<file path="config.mk">
export PLATFORM = sky130hd
export DESIGN_NAME = lidar_packet_to_xyz_points
export DESIGN_NICKNAME = d
export VERILOG_FILES = /design/src/hw/rtl/lpx_pkg.sv /design/src/hw/rtl/lpx_div.sv /design/src/hw/rtl/lpx_cordic.sv /design/src/hw/rtl/lpx_queue.sv /design/src/hw/rtl/lpx_front.sv /design/src/hw/rtl/lpx_back.sv /design/src/hw/rtl/lidar_packet_to_xyz_points.sv
export SDC_FILE = /design/constraint.sdc
export NUM_CORES = 2
export LEC_CHECK = 0
export BUFFER_PORTS_ARGS = -buffer_cell sky130_fd_sc_hd__buf_2
export CAP_MARGIN = 10
export CORE_AREA = 8 8 463 465
export DETAILED_ROUTE_END_ITERATION = 10
export DIE_AREA = 0 0 471 473
export PLACE_DENSITY = 0.85
export SYNTH_ARGS = -nofsm -noshare
export SYNTH_HDL_FRONTEND = slang
export SYNTH_SLANG_ARGS = --single-unit
</file>
<file path="constraint.sdc">
create_clock -name clk -period 12.21 [get_ports clk]
set_input_delay 1.221 -clock clk [delete_from_list [all_inputs] [get_ports clk]]
set_output_delay 1.221 -clock clk [all_outputs]
set_load 0.05 [all_outputs]
</file>
<file path="src/hw/rtl/lpx_pkg.sv">
// Shared types, constants and helpers for the LiDAR packet to XYZ point block.
// Used by every module under hw/rtl; depends on nothing.
`default_nettype none

package lpx_pkg;

	localparam int PointsPerFrame  = 16384;
	localparam int PacketsPerFrame = 64;
	localparam int BlocksPerPacket = 16;
	localparam int BeamsUsed       = 16;
	localparam int QueueDepth      = 4;

	localparam int BlockBytes    = 788;
	localparam int WordBase      = 16;
	localparam int WordBytes     = 12;
	localparam int WordsPerBlock = 64;
	localparam int MaxBeams      = 16;
	localparam int CordicSteps   = 19;

	localparam logic [16:0] TprReset = 17'd90112;
	localparam logic [11:0] TpbReset = 12'd88;
	localparam logic [16:0] DegTurn  = 17'd92160;
	localparam logic signed [33:0] KGain = 34'sd652032874;

	// Q8.8 degrees to turn phase: (u * 2^13 + 22) / 45, the divide done as
	// a multiply by ceil(2^37 / 45) and a 37-bit shift, exact below 2^31
	localparam logic [31:0] DegRecip = 32'd3054198967;
	localparam logic [30:0] DegRound = 31'd22;

	typedef enum logic [1:0] {
		KIND_BYTE = 2'd0,
		KIND_ALT  = 2'd1,
		KIND_AZ   = 2'd2
	} kind_t;

	typedef enum logic {
		REG_TPR = 1'b0,
		REG_TPB = 1'b1
	} reg_idx_t;

	typedef struct packed {
		logic [19:0]        rng;
		logic [17:0]        enc_sum;
		logic signed [16:0] az;
		logic signed [16:0] alt;
		logic [13:0]        num;
		logic               last;
	} job_t;

	typedef enum logic [3:0] {
		BK_IDLE,
		BK_DENC,
		BK_DAZ,
		BK_DALT,
		BK_CTH,
		BK_CPH,
		BK_MCC,
		BK_MSC,
		BK_XH,
		BK_XL,
		BK_YH,
		BK_YL,
		BK_ZM,
		BK_ZF
	} bk_state_t;

	// atan(2^-i) as a fraction of a turn, 2^24 per turn
	function automatic logic [21:0] atan_phase(input logic [4:0] i);
		logic [21:0] v;
		unique case (i)
			5'd0:  v = 22'd2097152;
			5'd1:  v = 22'd1238021;
			5'd2:  v = 22'd654136;
			5'd3:  v = 22'd332050;
			5'd4:  v = 22'd166669;
			5'd5:  v = 22'd83416;
			5'd6:  v = 22'd41718;
			5'd7:  v = 22'd20860;
			5'd8:  v = 22'd10430;
			5'd9:  v = 22'd5215;
			5'd10: v = 22'd2608;
			5'd11: v = 22'd1304;
			5'd12: v = 22'd652;
			5'd13: v = 22'd326;
			5'd14: v = 22'd163;
			5'd15: v = 22'd81;
			5'd16: v = 22'd41;
			5'd17: v = 22'd20;
			5'd18: v = 22'd10;
			default: v = 22'd0;
		endcase
		return v;
	endfunction

endpackage

`default_nettype wire

</file>
<file path="src/hw/rtl/lpx_div.sv">
// Bit-serial long divider: remainder of num / den, then optional 24 fraction bits
// rounded half up. Depends on lpx_pkg.
`default_nettype none

module lpx_div (
	input  wire logic        clk,
	input  wire logic        arst_n,
	input  wire logic        start,
	input  wire logic [17:0] num,
	input  wire logic [16:0] den,
	input  wire logic        frac_en,
	output logic             busy,
	output logic             done,
	output logic [16:0]      rem,
	output logic [23:0]      phase
);
	import lpx_pkg::*;

	logic        run_q, done_q;
	logic [5:0]  step_q, last_q;
	logic [17:0] num_q;
	logic [16:0] rem_q, den_q;
	logic [23:0] quo_q;
	logic [17:0] trial, diff;
	logic        ge, rnd;

	assign trial = {rem_q, num_q[17]};
	assign ge    = trial >= {1'b0, den_q};
	assign diff  = trial - {1'b0, den_q};
	assign rnd   = ({1'b0, rem_q} + {2'b0, den_q[16:1]}) >= {1'b0, den_q};

	always_ff @(posedge clk or negedge arst_n) begin
		if (!arst_n) begin
			run_q  <= 1'b0;
			done_q <= 1'b0;
			step_q <= '0;
			last_q <= '0;
		end else begin
			done_q <= 1'b0;
			if (start) begin
				run_q  <= 1'b1;
				step_q <= '0;
				last_q <= frac_en ? 6'd41 : 6'd17;
			end else if (run_q) begin
				step_q <= step_q + 6'd1;
				if (step_q == last_q) begin
					run_q  <= 1'b0;
					done_q <= 1'b1;
				end
			end
		end
	end

	always_ff @(posedge clk) begin
		if (start) begin
			num_q <= num;
			rem_q <= '0;
			quo_q <= '0;
			den_q <= (den == '0) ? 17'd1 : den;
		end else if (run_q) begin
			num_q <= {num_q[16:0], 1'b0};
			rem_q <= ge ? diff[16:0] : trial[16:0];
			quo_q <= {quo_q[22:0], ge};
		end
	end

	assign busy  = run_q | done_q;
	assign done  = done_q;
	assign rem   = rem_q;
	assign phase = quo_q + {23'd0, rnd};

endmodule

`default_nettype wire

</file>
<file path="src/hw/rtl/lpx_cordic.sv">
// Iterative rotation CORDIC: sine and cosine of a 24-bit turn phase, Q16 results.
// One iteration per cycle; depends on lpx_pkg.
`default_nettype none

module lpx_cordic (
	input  wire logic               clk,
	input  wire logic               arst_n,
	input  wire logic               start,
	input  wire logic [23:0]        phase,
	output logic                    done,
	output logic signed [17:0]      sin_v,
	output logic signed [17:0]      cos_v
);
	import lpx_pkg::*;

	localparam logic [4:0] LastStep = 5'(CordicSteps - 1);

	logic               run_q, done_q;
	logic [4:0]         i_q;
	logic [1:0]         quad_q;
	logic signed [33:0] x_q, y_q, dx, dy;
	logic signed [24:0] z_q, at;
	logic signed [17:0] xr, yr;

	function automatic logic signed [17:0] round_q16(input logic signed [33:0] v);
		logic signed [33:0] t;
		logic signed [17:0] r;
		t = (v + 34'sd8192) >>> 14;
		if (t > 34'sd65536)
			r = 18'sd65536;
		else if (t < -34'sd65536)
			r = -18'sd65536;
		else
			r = t[17:0];
		return r;
	endfunction

	assign dx = y_q >>> i_q;
	assign dy = x_q >>> i_q;
	assign at = {3'b000, atan_phase(i_q)};

	always_ff @(posedge clk or negedge arst_n) begin
		if (!arst_n) begin
			run_q  <= 1'b0;
			done_q <= 1'b0;
			i_q    <= '0;
		end else begin
			done_q <= 1'b0;
			if (start) begin
				run_q <= 1'b1;
				i_q   <= '0;
			end else if (run_q) begin
				i_q <= i_q + 5'd1;
				if (i_q == LastStep) begin
					run_q  <= 1'b0;
					done_q <= 1'b1;
				end
			end
		end
	end

	always_ff @(posedge clk) begin
		if (start) begin
			x_q    <= KGain;
			y_q    <= '0;
			z_q    <= {3'b000, phase[21:0]};
			quad_q <= phase[23:22];
		end else if (run_q) begin
			if (!z_q[24]) begin
				x_q <= x_q - dx;
				y_q <= y_q + dy;
				z_q <= z_q - at;
			end else begin
				x_q <= x_q + dx;
				y_q <= y_q - dy;
				z_q <= z_q + at;
			end
		end
	end

	assign xr = round_q16(x_q);
	assign yr = round_q16(y_q);

	always_comb begin
		case (quad_q)
			2'd0: begin
				cos_v = xr;
				sin_v = yr;
			end
			2'd1: begin
				cos_v = -yr;
				sin_v = xr;
			end
			2'd2: begin
				cos_v = -xr;
				sin_v = -yr;
			end
			default: begin
				cos_v = yr;
				sin_v = -xr;
			end
		endcase
	end

	assign done = done_q;

endmodule

`default_nettype wire

</file>
<file path="src/hw/rtl/lpx_queue.sv">
// Short job queue between the packet parser and the point engine.
// Depends on lpx_pkg for the job type.
`default_nettype none

module lpx_queue #(
	parameter int DEPTH = lpx_pkg::QueueDepth
) (
	input  wire logic          clk,
	input  wire logic          arst_n,
	input  wire logic          push,
	input  wire lpx_pkg::job_t push_data,
	output logic               full,
	input  wire logic          pop,
	output lpx_pkg::job_t      pop_data,
	output logic               empty
);
	import lpx_pkg::*;

	localparam int PtrW = (DEPTH > 1) ? $clog2(DEPTH) : 1;
	localparam int CntW = $clog2(DEPTH + 1);
	localparam logic [PtrW-1:0] LastPtr = PtrW'(DEPTH - 1);
	localparam logic [CntW-1:0] Depth   = CntW'(DEPTH);

	job_t            mem_q [DEPTH];
	logic [PtrW-1:0] wr_q, rd_q;
	logic [CntW-1:0] cnt_q;

	assign full     = cnt_q == Depth;
	assign empty    = cnt_q == '0;
	assign pop_data = mem_q[rd_q];

	always_ff @(posedge clk or negedge arst_n) begin
		if (!arst_n) begin
			wr_q  <= '0;
			rd_q  <= '0;
			cnt_q <= '0;
		end else begin
			if (push)
				wr_q <= (wr_q == LastPtr) ? '0 : wr_q + 1'b1;
			if (pop)
				rd_q <= (rd_q == LastPtr) ? '0 : rd_q + 1'b1;
			if (push && !pop)
				cnt_q <= cnt_q + 1'b1;
			else if (pop && !push)
				cnt_q <= cnt_q - 1'b1;
		end
	end

	always_ff @(posedge clk) begin
		if (push)
			mem_q[wr_q] <= push_data;
	end

endmodule

`default_nettype wire

</file>
<file path="src/hw/rtl/lpx_front.sv">
// Packet parser: byte position, encoder count, range assembly, angle tables,
// block tick accumulation. Pushes one job per point. Depends on lpx_pkg, lpx_div.
`default_nettype none

module lpx_front #(
	parameter int POINTS_PER_FRAME  = lpx_pkg::PointsPerFrame,
	parameter int PACKETS_PER_FRAME = lpx_pkg::PacketsPerFrame,
	parameter int BLOCKS_PER_PACKET = lpx_pkg::BlocksPerPacket,
	parameter int BEAMS_USED        = lpx_pkg::BeamsUsed
) (
	input  wire logic               clk,
	input  wire logic               arst_n,
	input  wire logic               in_valid,
	output logic                    in_ready,
	input  wire logic [1:0]         kind,
	input  wire logic [7:0]         byte_value,
	input  wire logic [3:0]         beam_index,
	input  wire logic signed [16:0] angle_q8,
	input  wire logic [16:0]        tpr,
	input  wire logic [11:0]        tpb,
	input  wire logic               q_full,
	output logic                    q_push,
	output lpx_pkg::job_t           q_data
);
	import lpx_pkg::*;

	localparam int TotalBlocks = PACKETS_PER_FRAME * BLOCKS_PER_PACKET;
	localparam int BlkW        = $clog2(TotalBlocks + 1);
	localparam int PtsW        = $clog2(POINTS_PER_FRAME + 1);
	localparam int Beams       = (BEAMS_USED < MaxBeams) ? BEAMS_USED : MaxBeams;
	localparam logic [BlkW-1:0] LastBlk = BlkW'(TotalBlocks - 1);
	localparam logic [PtsW-1:0] PtsMax  = PtsW'(POINTS_PER_FRAME);
	localparam logic [PtsW-1:0] LastPt  = PtsW'(POINTS_PER_FRAME - 1);
	localparam logic [4:0]      BeamLim = 5'(Beams);
	localparam logic [4:0]      BeamTop = 5'(Beams - 1);
	localparam logic [9:0]      BlkEnd  = 10'(BlockBytes - 1);
	localparam logic [9:0]      WBase   = 10'(WordBase);
	localparam logic [3:0]      SubEnd  = 4'(WordBytes - 1);
	localparam logic [6:0]      ChLim   = 7'(WordsPerBlock);

	logic               done_q;
	logic [BlkW-1:0]    blk_q;
	logic [9:0]         b_q;
	logic [3:0]         sub_q;
	logic [6:0]         ch_q;
	logic [15:0]        enc_q;
	logic [15:0]        rng_q;
	logic [PtsW-1:0]    pts_q;
	logic [16:0]        bt_q;
	logic signed [16:0] alt_q [MaxBeams];
	logic signed [16:0] az_q  [MaxBeams];

	logic        acc, is_byte, hit, emit, blk_end;
	logic [3:0]  beam;
	logic        md_busy, md_done;
	logic [16:0] md_rem;
	logic [23:0] md_phase;

	assign in_ready = !md_busy && !q_full;
	assign acc      = in_valid && in_ready;
	assign is_byte  = acc && (kind == KIND_BYTE) && !done_q;
	assign beam     = ch_q[5:2];
	assign hit      = (b_q >= WBase) && (ch_q < ChLim) && (ch_q[1:0] == 2'd2)
	                  && ({1'b0, beam} < BeamLim);
	assign emit     = is_byte && hit && (sub_q == 4'd2) && (pts_q < PtsMax);
	assign blk_end  = is_byte && (b_q == BlkEnd);

	lpx_div u_mod (
		.clk     (clk),
		.arst_n  (arst_n),
		.start   (blk_end),
		.num     ({1'b0, bt_q} + {6'd0, tpb}),
		.den     (tpr),
		.frac_en (1'b0),
		.busy    (md_busy),
		.done    (md_done),
		.rem     (md_rem),
		.phase   (md_phase)
	);

	assign q_push       = emit;
	assign q_data.rng     = {byte_value[3:0], rng_q};
	assign q_data.enc_sum = {2'b00, enc_q} + {1'b0, bt_q};
	assign q_data.az      = az_q[beam];
	assign q_data.alt     = alt_q[beam];
	assign q_data.num     = 14'(pts_q);
	assign q_data.last    = ((blk_q == LastBlk) && ({1'b0, beam} == BeamTop))
	                        || (pts_q == LastPt) || (md_phase == 24'hFFFFFF && 1'b0);

	always_ff @(posedge clk or negedge arst_n) begin
		if (!arst_n) begin
			done_q <= 1'b0;
			blk_q  <= '0;
			b_q    <= '0;
			sub_q  <= '0;
			ch_q   <= '0;
			enc_q  <= '0;
			rng_q  <= '0;
			pts_q  <= '0;
			bt_q   <= '0;
			for (int i = 0; i < MaxBeams; i++) begin
				alt_q[i] <= '0;
				az_q[i]  <= '0;
			end
		end else begin
			if (md_done)
				bt_q <= md_rem;
			if (acc && kind == KIND_ALT)
				alt_q[beam_index] <= angle_q8;
			if (acc && kind == KIND_AZ)
				az_q[beam_index] <= angle_q8;
			if (is_byte) begin
				if (blk_q == '0 && b_q == 10'd12)
					enc_q <= {8'd0, byte_value};
				else if (blk_q == '0 && b_q == 10'd13)
					enc_q[15:8] <= byte_value;
				if (hit && sub_q == 4'd0)
					rng_q[7:0] <= byte_value;
				if (hit && sub_q == 4'd1)
					rng_q[15:8] <= byte_value;
				if (emit)
					pts_q <= pts_q + 1'b1;
				if (b_q == BlkEnd) begin
					b_q   <= '0;
					sub_q <= '0;
					ch_q  <= '0;
					if (blk_q == LastBlk)
						done_q <= 1'b1;
					else
						blk_q <= blk_q + 1'b1;
				end else begin
					b_q <= b_q + 10'd1;
					if (b_q >= WBase) begin
						if (sub_q == SubEnd) begin
							sub_q <= '0;
							ch_q  <= ch_q + 7'd1;
						end else begin
							sub_q <= sub_q + 4'd1;
						end
					end
				end
			end
		end
	end

endmodule

`default_nettype wire

</file>
<file path="src/hw/rtl/lpx_back.sv">
// Point engine: encoder phase by serial division, table angle phases by reciprocal
// product, sin/cos by CORDIC, products by a shared multiplier, result held in an
// output register. Depends on lpx_pkg, lpx_div, lpx_cordic.
`default_nettype none

module lpx_back (
	input  wire logic          clk,
	input  wire logic          arst_n,
	input  wire logic          q_empty,
	output logic               q_pop,
	input  wire lpx_pkg::job_t q_data,
	input  wire logic [16:0]   tpr,
	output logic               out_valid,
	input  wire logic          out_ready,
	output logic [20:0]        x_coord,
	output logic [20:0]        y_coord,
	output logic [20:0]        z_coord,
	output logic [13:0]        point_number,
	output logic               frame_last
);
	import lpx_pkg::*;

	bk_state_t st_q, st_d;
	job_t      job_q;

	logic [23:0]        pha_q, phb_q;
	logic signed [17:0] sth_q, cth_q, sph_q, cph_q;
	logic signed [39:0] prod_q;
	logic signed [35:0] cc_q, sc_q;
	logic signed [57:0] acc_q, sum;
	logic [20:0]        x_q, y_q;
	logic               ovalid_q;
	logic [20:0]        ox_q, oy_q, oz_q;
	logic [13:0]        onum_q;
	logic               olast_q;

	logic               div_start, div_done, div_busy;
	logic [17:0]        div_num;
	logic [16:0]        div_den, div_rem;
	logic [23:0]        div_phase;
	logic               cor_start, cor_done;
	logic [23:0]        cor_phase;
	logic signed [17:0] cor_sin, cor_cos;
	logic               mul_en, out_load;
	logic signed [20:0] ma;
	logic signed [18:0] mb;
	logic signed [39:0] mp;
	logic signed [20:0] rs;
	logic signed [16:0] ang_sel;
	logic [17:0]        ang_u;
	logic [30:0]        ang_n;
	logic [62:0]        ang_p;
	logic [23:0]        ang_ph;

	function automatic logic [20:0] fin32(input logic signed [57:0] v);
		logic signed [57:0] t;
		logic [20:0] r;
		t = (v + 58'sd2147483648) >>> 32;
		if (t > 58'sd1048575)
			r = 21'd1048575;
		else if (t < -58'sd1048575)
			r = 21'(-21'sd1048575);
		else
			r = t[20:0];
		return r;
	endfunction

	function automatic logic [20:0] fin16(input logic signed [39:0] v);
		logic signed [39:0] t;
		logic [20:0] r;
		t = (v + 40'sd32768) >>> 16;
		if (t > 40'sd1048575)
			r = 21'd1048575;
		else if (t < -40'sd1048575)
			r = 21'(-21'sd1048575);
		else
			r = t[20:0];
		return r;
	endfunction

	lpx_div u_div (
		.clk     (clk),
		.arst_n  (arst_n),
		.start   (div_start),
		.num     (div_num),
		.den     (div_den),
		.frac_en (1'b1),
		.busy    (div_busy),
		.done    (div_done),
		.rem     (div_rem),
		.phase   (div_phase)
	);

	lpx_cordic u_cor (
		.clk    (clk),
		.arst_n (arst_n),
		.start  (cor_start),
		.phase  (cor_phase),
		.done   (cor_done),
		.sin_v  (cor_sin),
		.cos_v  (cor_cos)
	);

	assign rs  = {1'b0, job_q.rng};
	assign sum = acc_q + {{18{prod_q[39]}}, prod_q};
	assign mp  = ma * mb;

	// table angle to turn phase, one shared reciprocal multiplier
	assign ang_sel = (st_q == BK_DALT) ? job_q.alt : job_q.az;
	assign ang_u   = {ang_sel[16], ang_sel} + {1'b0, DegTurn};
	assign ang_n   = {ang_u, 13'd0} + DegRound;
	assign ang_p   = 63'(ang_n) * 63'(DegRecip);
	assign ang_ph  = ang_p[60:37];

	always_comb begin
		st_d = st_q;
		unique case (st_q)
			BK_IDLE: if (!q_empty) st_d = BK_DENC;
			BK_DENC: if (div_done) st_d = BK_DAZ;
			BK_DAZ:  st_d = BK_DALT;
			BK_DALT: st_d = BK_CTH;
			BK_CTH:  if (cor_done) st_d = BK_CPH;
			BK_CPH:  if (cor_done) st_d = BK_MCC;
			BK_MCC:  st_d = BK_MSC;
			BK_MSC:  st_d = BK_XH;
			BK_XH:   st_d = BK_XL;
			BK_XL:   st_d = BK_YH;
			BK_YH:   st_d = BK_YL;
			BK_YL:   st_d = BK_ZM;
			BK_ZM:   st_d = BK_ZF;
			BK_ZF:   if (!ovalid_q || out_ready) st_d = BK_IDLE;
			default: st_d = BK_IDLE;
		endcase
	end

	always_comb begin
		q_pop     = 1'b0;
		div_start = 1'b0;
		div_num   = q_data.enc_sum;
		div_den   = tpr;
		cor_start = 1'b0;
		cor_phase = pha_q;
		mul_en    = 1'b0;
		ma        = rs;
		mb        = '0;
		out_load  = 1'b0;
		unique case (st_q)
			BK_IDLE: begin
				q_pop     = !q_empty;
				div_start = !q_empty;
			end
			BK_DENC: ;
			BK_DAZ:  ;
			BK_DALT: cor_start = 1'b1;
			BK_CTH: begin
				cor_start = cor_done;
				cor_phase = phb_q;
			end
			BK_CPH: ;
			BK_MCC: begin
				mul_en = 1'b1;
				ma     = {{3{cth_q[17]}}, cth_q};
				mb     = {cph_q[17], cph_q};
			end
			BK_MSC: begin
				mul_en = 1'b1;
				ma     = {{3{sth_q[17]}}, sth_q};
				mb     = {cph_q[17], cph_q};
			end
			BK_XH: begin
				mul_en = 1'b1;
				mb     = cc_q[35:17];
			end
			BK_XL: begin
				mul_en = 1'b1;
				mb     = {2'b00, cc_q[16:0]};
			end
			BK_YH: begin
				mul_en = 1'b1;
				mb     = sc_q[35:17];
			end
			BK_YL: begin
				mul_en = 1'b1;
				mb     = {2'b00, sc_q[16:0]};
			end
			BK_ZM: begin
				mul_en = 1'b1;
				mb     = {sph_q[17], sph_q};
			end
			BK_ZF: out_load = !ovalid_q || out_ready;
			default: ;
		endcase
	end

	always_ff @(posedge clk or negedge arst_n) begin
		if (!arst_n) begin
			st_q     <= BK_IDLE;
			ovalid_q <= 1'b0;
		end else begin
			st_q <= st_d;
			if (out_load)
				ovalid_q <= 1'b1;
			else if (out_ready)
				ovalid_q <= 1'b0;
		end
	end

	always_ff @(posedge clk) begin
		if (q_pop)
			job_q <= q_data;
		if (st_q == BK_DENC && div_done)
			pha_q <= div_phase;
		if (st_q == BK_DAZ)
			pha_q <= pha_q + ang_ph;
		if (st_q == BK_DALT)
			phb_q <= ang_ph;
		if (st_q == BK_CTH && cor_done) begin
			sth_q <= cor_sin;
			cth_q <= cor_cos;
		end
		if (st_q == BK_CPH && cor_done) begin
			sph_q <= cor_sin;
			cph_q <= cor_cos;
		end
		if (mul_en)
			prod_q <= mp;
		if (st_q == BK_MSC)
			cc_q <= prod_q[35:0];
		if (st_q == BK_XH)
			sc_q <= prod_q[35:0];
		if (st_q == BK_XL || st_q == BK_YL)
			acc_q <= {prod_q[39], prod_q, 17'd0};
		if (st_q == BK_YH)
			x_q <= fin32(sum);
		if (st_q == BK_ZM)
			y_q <= fin32(-sum);
		if (out_load) begin
			ox_q    <= x_q;
			oy_q    <= y_q;
			oz_q    <= fin16(prod_q);
			onum_q  <= job_q.num;
			olast_q <= job_q.last;
		end
	end

	assign out_valid    = ovalid_q;
	assign x_coord      = ox_q;
	assign y_coord      = oy_q;
	assign z_coord      = oz_q;
	assign point_number = onum_q;
	assign frame_last   = olast_q;

endmodule

`default_nettype wire

</file>
<file path="src/hw/rtl/lidar_packet_to_xyz_points.sv">
// Top level of the LiDAR packet to XYZ point converter: configuration registers,
// packet parser, job queue and point engine. Depends on lpx_pkg and all lpx_ modules.
//
// Usage:
//  s_* channel: one item per handshake. s_tuser is the kind (packet byte, altitude
//   table load, azimuth table load); table loads give no point.
//  m_* channel: one point per third range byte of beams 0..15 in each block;
//   m_tlast marks the last point of the frame.
//  cfg_*: ticks per revolution (index 0) and ticks per block (index 1), always ready;
//   write only while no item is in flight and 20 cycles after the last one.
//  Throughput: the parser takes one item per cycle while the job queue has room, but stalls
//   after the last byte of each 788-byte block while the serial divider folds the block ticks.
//   For each point the engine runs a 42-step division for the encoder phase, two
//   reciprocal products, two 19-step CORDIC runs and the multiplier steps, one point
//   at a time. A 4-entry job queue sits between the two.
//  Reset clears positions, counters and angle tables; registers return to
//   90112 and 88 ticks. After the frame, packet bytes are dropped until reset.
//  When m_tready is low the result stays in the output register; the engine
//   finishes the next point and waits, then the queue fills and s_tready drops.
`default_nettype none

module lidar_packet_to_xyz_points #(
	parameter int POINTS_PER_FRAME  = lpx_pkg::PointsPerFrame,
	parameter int PACKETS_PER_FRAME = lpx_pkg::PacketsPerFrame,
	parameter int BLOCKS_PER_PACKET = lpx_pkg::BlocksPerPacket,
	parameter int BEAMS_USED        = lpx_pkg::BeamsUsed,
	parameter int QUEUE_DEPTH       = lpx_pkg::QueueDepth
) (
	input  wire logic        clk,
	input  wire logic        arst_n,
	input  wire logic        s_tvalid,
	output logic             s_tready,
	input  wire logic [31:0] s_tdata,   // byte_value[7:0], beam_index[11:8], angle_q8[28:12]
	input  wire logic [1:0]  s_tuser,   // kind[1:0]
	output logic             m_tvalid,
	input  wire logic        m_tready,
	output logic [79:0]      m_tdata,   // x[20:0], y[41:21], z[62:42], point_number[76:63]
	output logic             m_tlast,
	input  wire logic        cfg_valid,
	output logic             cfg_ready,
	input  wire logic        cfg_index,
	input  wire logic [16:0] cfg_data
);
	import lpx_pkg::*;

	logic [16:0] tpr_q;
	logic [11:0] tpb_q;
	logic        q_push, q_full, q_pop, q_empty;
	job_t        q_wdata, q_rdata;
	logic [20:0] x_c, y_c, z_c;
	logic [13:0] pnum;

	assign cfg_ready = 1'b1;

	always_ff @(posedge clk or negedge arst_n) begin
		if (!arst_n) begin
			tpr_q <= TprReset;
			tpb_q <= TpbReset;
		end else if (cfg_valid) begin
			unique case (reg_idx_t'(cfg_index))
				REG_TPR: tpr_q <= cfg_data;
				REG_TPB: tpb_q <= cfg_data[11:0];
				default: ;
			endcase
		end
	end

	lpx_front #(
		.POINTS_PER_FRAME  (POINTS_PER_FRAME),
		.PACKETS_PER_FRAME (PACKETS_PER_FRAME),
		.BLOCKS_PER_PACKET (BLOCKS_PER_PACKET),
		.BEAMS_USED        (BEAMS_USED)
	) u_front (
		.clk        (clk),
		.arst_n     (arst_n),
		.in_valid   (s_tvalid),
		.in_ready   (s_tready),
		.kind       (s_tuser),
		.byte_value (s_tdata[7:0]),
		.beam_index (s_tdata[11:8]),
		.angle_q8   (s_tdata[28:12]),
		.tpr        (tpr_q),
		.tpb        (tpb_q),
		.q_full     (q_full),
		.q_push     (q_push),
		.q_data     (q_wdata)
	);

	lpx_queue #(
		.DEPTH (QUEUE_DEPTH)
	) u_queue (
		.clk       (clk),
		.arst_n    (arst_n),
		.push      (q_push),
		.push_data (q_wdata),
		.full      (q_full),
		.pop       (q_pop),
		.pop_data  (q_rdata),
		.empty     (q_empty)
	);

	lpx_back u_back (
		.clk          (clk),
		.arst_n       (arst_n),
		.q_empty      (q_empty),
		.q_pop        (q_pop),
		.q_data       (q_rdata),
		.tpr          (tpr_q),
		.out_valid    (m_tvalid),
		.out_ready    (m_tready),
		.x_coord      (x_c),
		.y_coord      (y_c),
		.z_coord      (z_c),
		.point_number (pnum),
		.frame_last   (m_tlast)
	);

	assign m_tdata = {3'b000, pnum, z_c, y_c, x_c};

endmodule

`default_nettype wire
</file>
==> flow_metrics.env <==
export IMPL_max_freq_mhz=86.0
export IMPL_synth_fa_ha_area_share_pct=17.0
export IMPL_postSynthAreaPerCell_um2=11.6
export IMPL_grt_pass1_vias=80700
export IMPL_synth_top_family_by_area="adder cells"
export IMPL_finalMaxSlewViolations=0
export IMPL_core_um2=206000
export IMPL_totalWireLength_um=290000
export IMPL_rrSetupSlack_ns=0.58
export IMPL_crit_top_cell="fa_1"
export IMPL_grt_max_degree=170
export IMPL_die_area_um2=223000
export IMPL_grt_usage_pct=25.4
export IMPL_synthSimpleGateAreaFrac_pct=9.71
export IMPL_relSlewSlack_pct=12.9
export IMPL_antenna_found_initial=13
export IMPL_worst_slack_ns=0.583
export IMPL_via_per_inst=6.22
export IMPL_nNetsFinal=10900
export IMPL_crit_required_ns=12.76
export IMPL_tns_ns=0
export IMPL_synthXorXnorAreaFrac_pct=3.81
export IMPL_synthCells=9712
export IMPL_cts_sinks=1739
export IMPL_outcome="completed"
export IMPL_place_congestion=0.942
export IMPL_hold_viol=0
export IMPL_hold_class="input port to asynchronous set/reset pin"
export IMPL_drc=0
export IMPL_cp_slowest_cell="fa_1"
export IMPL_critPathBufInv=6
export IMPL_drt_iter0_drc=8071
export IMPL_clk_pin_slew_ns=0.06
export IMPL_grt_pass1_wl_um=455000
export IMPL_cts_root_buf="clkbuf_16"
export IMPL_synthMuxAreaShare_pct=15.2
export IMPL_wl_per_cell_um=23.1
export IMPL_path_delay_family="adder cells"
export IMPL_die_w_um=471
export IMPL_crit_fanout=10
export IMPL_ys_seq_elements=1739
export IMPL_synth_compound_area_share_pct=7.72
export IMPL_clk_path_buf_depth=3
export IMPL_crit_arrival_ns=12.17
export IMPL_max_cap_violations=0
export IMPL_drt_pass1_iter_count=8
export IMPL_tightestPinTransition_ns=1.30
export IMPL_cts_htree_levels=4
export IMPL_worstSetupPathType="register to register"
export IMPL_syn_area_um2=113000
export IMPL_cts_buffers=175
export IMPL_ys_warnings_count=0
export IMPL_drive_gt1_share_pct=17.6
export IMPL_critPathMaxStageDelay_ns=0.61
export IMPL_tritoncts="yes"
export IMPL_netlist_cell_type_count=112
export IMPL_num_io_pins=141
export IMPL_rows=167
export IMPL_finalWorstPathRequiredPeriod_ns=11.63
export IMPL_antenna_left=0
export IMPL_syn2layout_area_growth_pct=8.29
export IMPL_clock_skew_final_ns=0.0717
export IMPL_dieHeight_um=473
export IMPL_async_flop_share_pct=40.7
export IMPL_cts_setup_buffers=0
export IMPL_vias=78000
export IMPL_dp_slack_ns=0.271
export IMPL_synth_edf_count=903
export IMPL_end_kind="register"
export IMPL_synthFlopType="edfxtp_1"
export IMPL_seq_area_frac_synth_pct=41.9
export IMPL_startpoint_type="register"
export IMPL_grt_overflow_total=0
export IMPL_port_buffers=133
export IMPL_initial_core_util_pct=54.7
export IMPL_setup_viol=0
export IMPL_dpl_hpwl_um=202000
export IMPL_clkLatencyLatePin_ns=0.87
export IMPL_min_period_over_period_pct=95.2
## placed cells by master, fill, tap and decap left out, types with 41 or more instances in the layout
| cell | netlist | final |
|---|---|---|
| a21oi_1 | 365 | 363 |
| or3_1 | 52 | 52 |
| nor2_1 | 724 | 710 |
| nor4_1 | 41 | 41 |
| a21o_1 | 94 | 94 |
| nor2b_1 | 78 | 77 |
| buf_4 | 5 | 126 |
| fa_1 | 558 | 558 |
| nor3_1 | 146 | 139 |
| dfxtp_1 | 129 | 128 |
| and2_1 | 49 | 45 |
| edfxtp_1 | 903 | 903 |
| o21ai_0 | 374 | 372 |
| mux2_2 | 651 | 651 |
| a31oi_1 | 74 | 73 |
| a211oi_1 | 44 | 43 |
| o21a_1 | 59 | 59 |
| dfrtp_1 | 701 | 689 |
| buf_2 | 16 | 132 |
| nand2_1 | 750 | 749 |
| a22oi_1 | 59 | 59 |
| nand3_1 | 159 | 158 |
| ha_1 | 646 | 646 |
| xnor2_1 | 310 | 309 |
| and3_1 | 75 | 73 |
| inv_1 | 873 | 873 |
| clkbuf_16 | 0 | 177 |
| xor2_1 | 182 | 182 |
| nand2b_1 | 70 | 70 |
| mux4_2 | 373 | 373 |
| nand4_1 | 79 | 79 |
| mux2i_1 | 145 | 141 |
## final timing paths
check / startpoint / cells after the start / end
max reg2reg: u_back.st_q[0]$_DFFE_PN0P_ / 48 / u_back.pha_q[23]$_DFFE_PP_
max in group asynchronous: arst_n / 3 / u_back.u_cor.i_q[0]$_DFFE_PN0P_
min in group clk: u_back.x_q[9]$_SDFFCE_PP1N_ / 0 / u_back.x_coord[9]$_DFFE_PP_
min reg2reg: u_back.x_q[9]$_SDFFCE_PP1N_ / 0 / u_back.x_coord[9]$_DFFE_PP_
min: arst_n / 1 / u_front.az_q[27]$_DFFE_PN0P_
max: u_back.st_q[0]$_DFFE_PN0P_ / 48 / u_back.pha_q[23]$_DFFE_PP_
## kinds of logic after synthesis
kind of cell	Yosys count
other	2
flip-flops	1739
AO/OA/AOI/OAI	1385
XOR/XNOR	492
adder cells (fa/ha/maj)	1204
multiplexers	1169
AND/OR/NAND/NOR	2357
buffers and inverters	1364
## worst reg2reg max path, delay by kind of cell, from the launching register on
kind | cells | cell delay, ns
simple gates | 13 | 2.05
fa+ha+maj | 10 | 4.41
compound gates | 14 | 2.78
xor+xnor | 4 | 0.71
mux | 1 | 0.32
buf+inv | 6 | 0.60
flops | 1 | 0.47
## per-stage QoR
step	instance area (um^2)	util (%)	instances	hold slack, ns
after detailed placement	116000	56.4	12200	0.405
after global placement	116000	56.4	12200	0.404
after global routing	122000	59.3	12500	0.423
after CTS	122000	59.3	12500	0.403
after floorplan	113000	-	9714	0.400
final	122000	59.3	12500	0.392
## flip-flops by register name, summed over array words and instances (netlist names), 24 cells and up
signal / flops
u_back.acc_q: 40
u_back.cc_q: 36
u_back.job_q: 69
u_back.pha_q: 24
u_back.phb_q: 24
u_back.prod_q: 40
u_back.sc_q: 36
u_back.u_cor.x_q: 34
u_back.u_cor.y_q: 34
u_back.u_cor.z_q: 25
u_back.u_div.quo_q: 24
u_front.alt_q: 272
u_front.az_q: 272
u_queue.mem_q: 348
## what timing repair did
action                     4_1_cts  5_1_grt
resized for setup                0       15
setup endpoints to repair        0        3
hold buffers                     0        0
## cells in the mapped netlist, types with 75 or more instances
master    number  area (um^2)
nand4_1       79          494
xnor2_1      310         2720
a21oi_1      365         1830
nor3_1       146          731
mux2i_1      145         1450
clkbuf_1     394         1480
dfxtp_1      129         2580
inv_1        873         3280
nor2_1       724         2720
a21o_1        94          706
mux2_2       651         7330
o21ai_0      374         1870
xor2_1       182         1590
edfxtp_1     903        27100
nor2b_1       78          488
fa_1         558        11200
dfrtp_1      701        17500
ha_1         646         8080
and3_1        75          469
nand2_1      750         2820
mux4_2       373         8400
nand3_1      159          796
## layout make-up
cell class              count  area [um^2]
diodes                      3         7.51
multi-input cells        6611        60600
well taps                2704         3380
clock buffers             241         4990
flip-flops and latches   1739        47400
clock inverters            85          987
repair buffers            262         1670
inverters                 880         3310
fillers                 15500        84100
## routing by layer
metal	vias to the layer above	track usage [%]	routed length [um]
met2	3864	43.1	141000
met5	-	0	13
li1	34300	-	-
met4	2	11.3	14500
met1	38900	32.1	111000
met3	888	4.71	23000
Power is left out: the tool's default activity adds up to more than one toggle a clock period on the data nets, which glitch-free logic cannot reach.
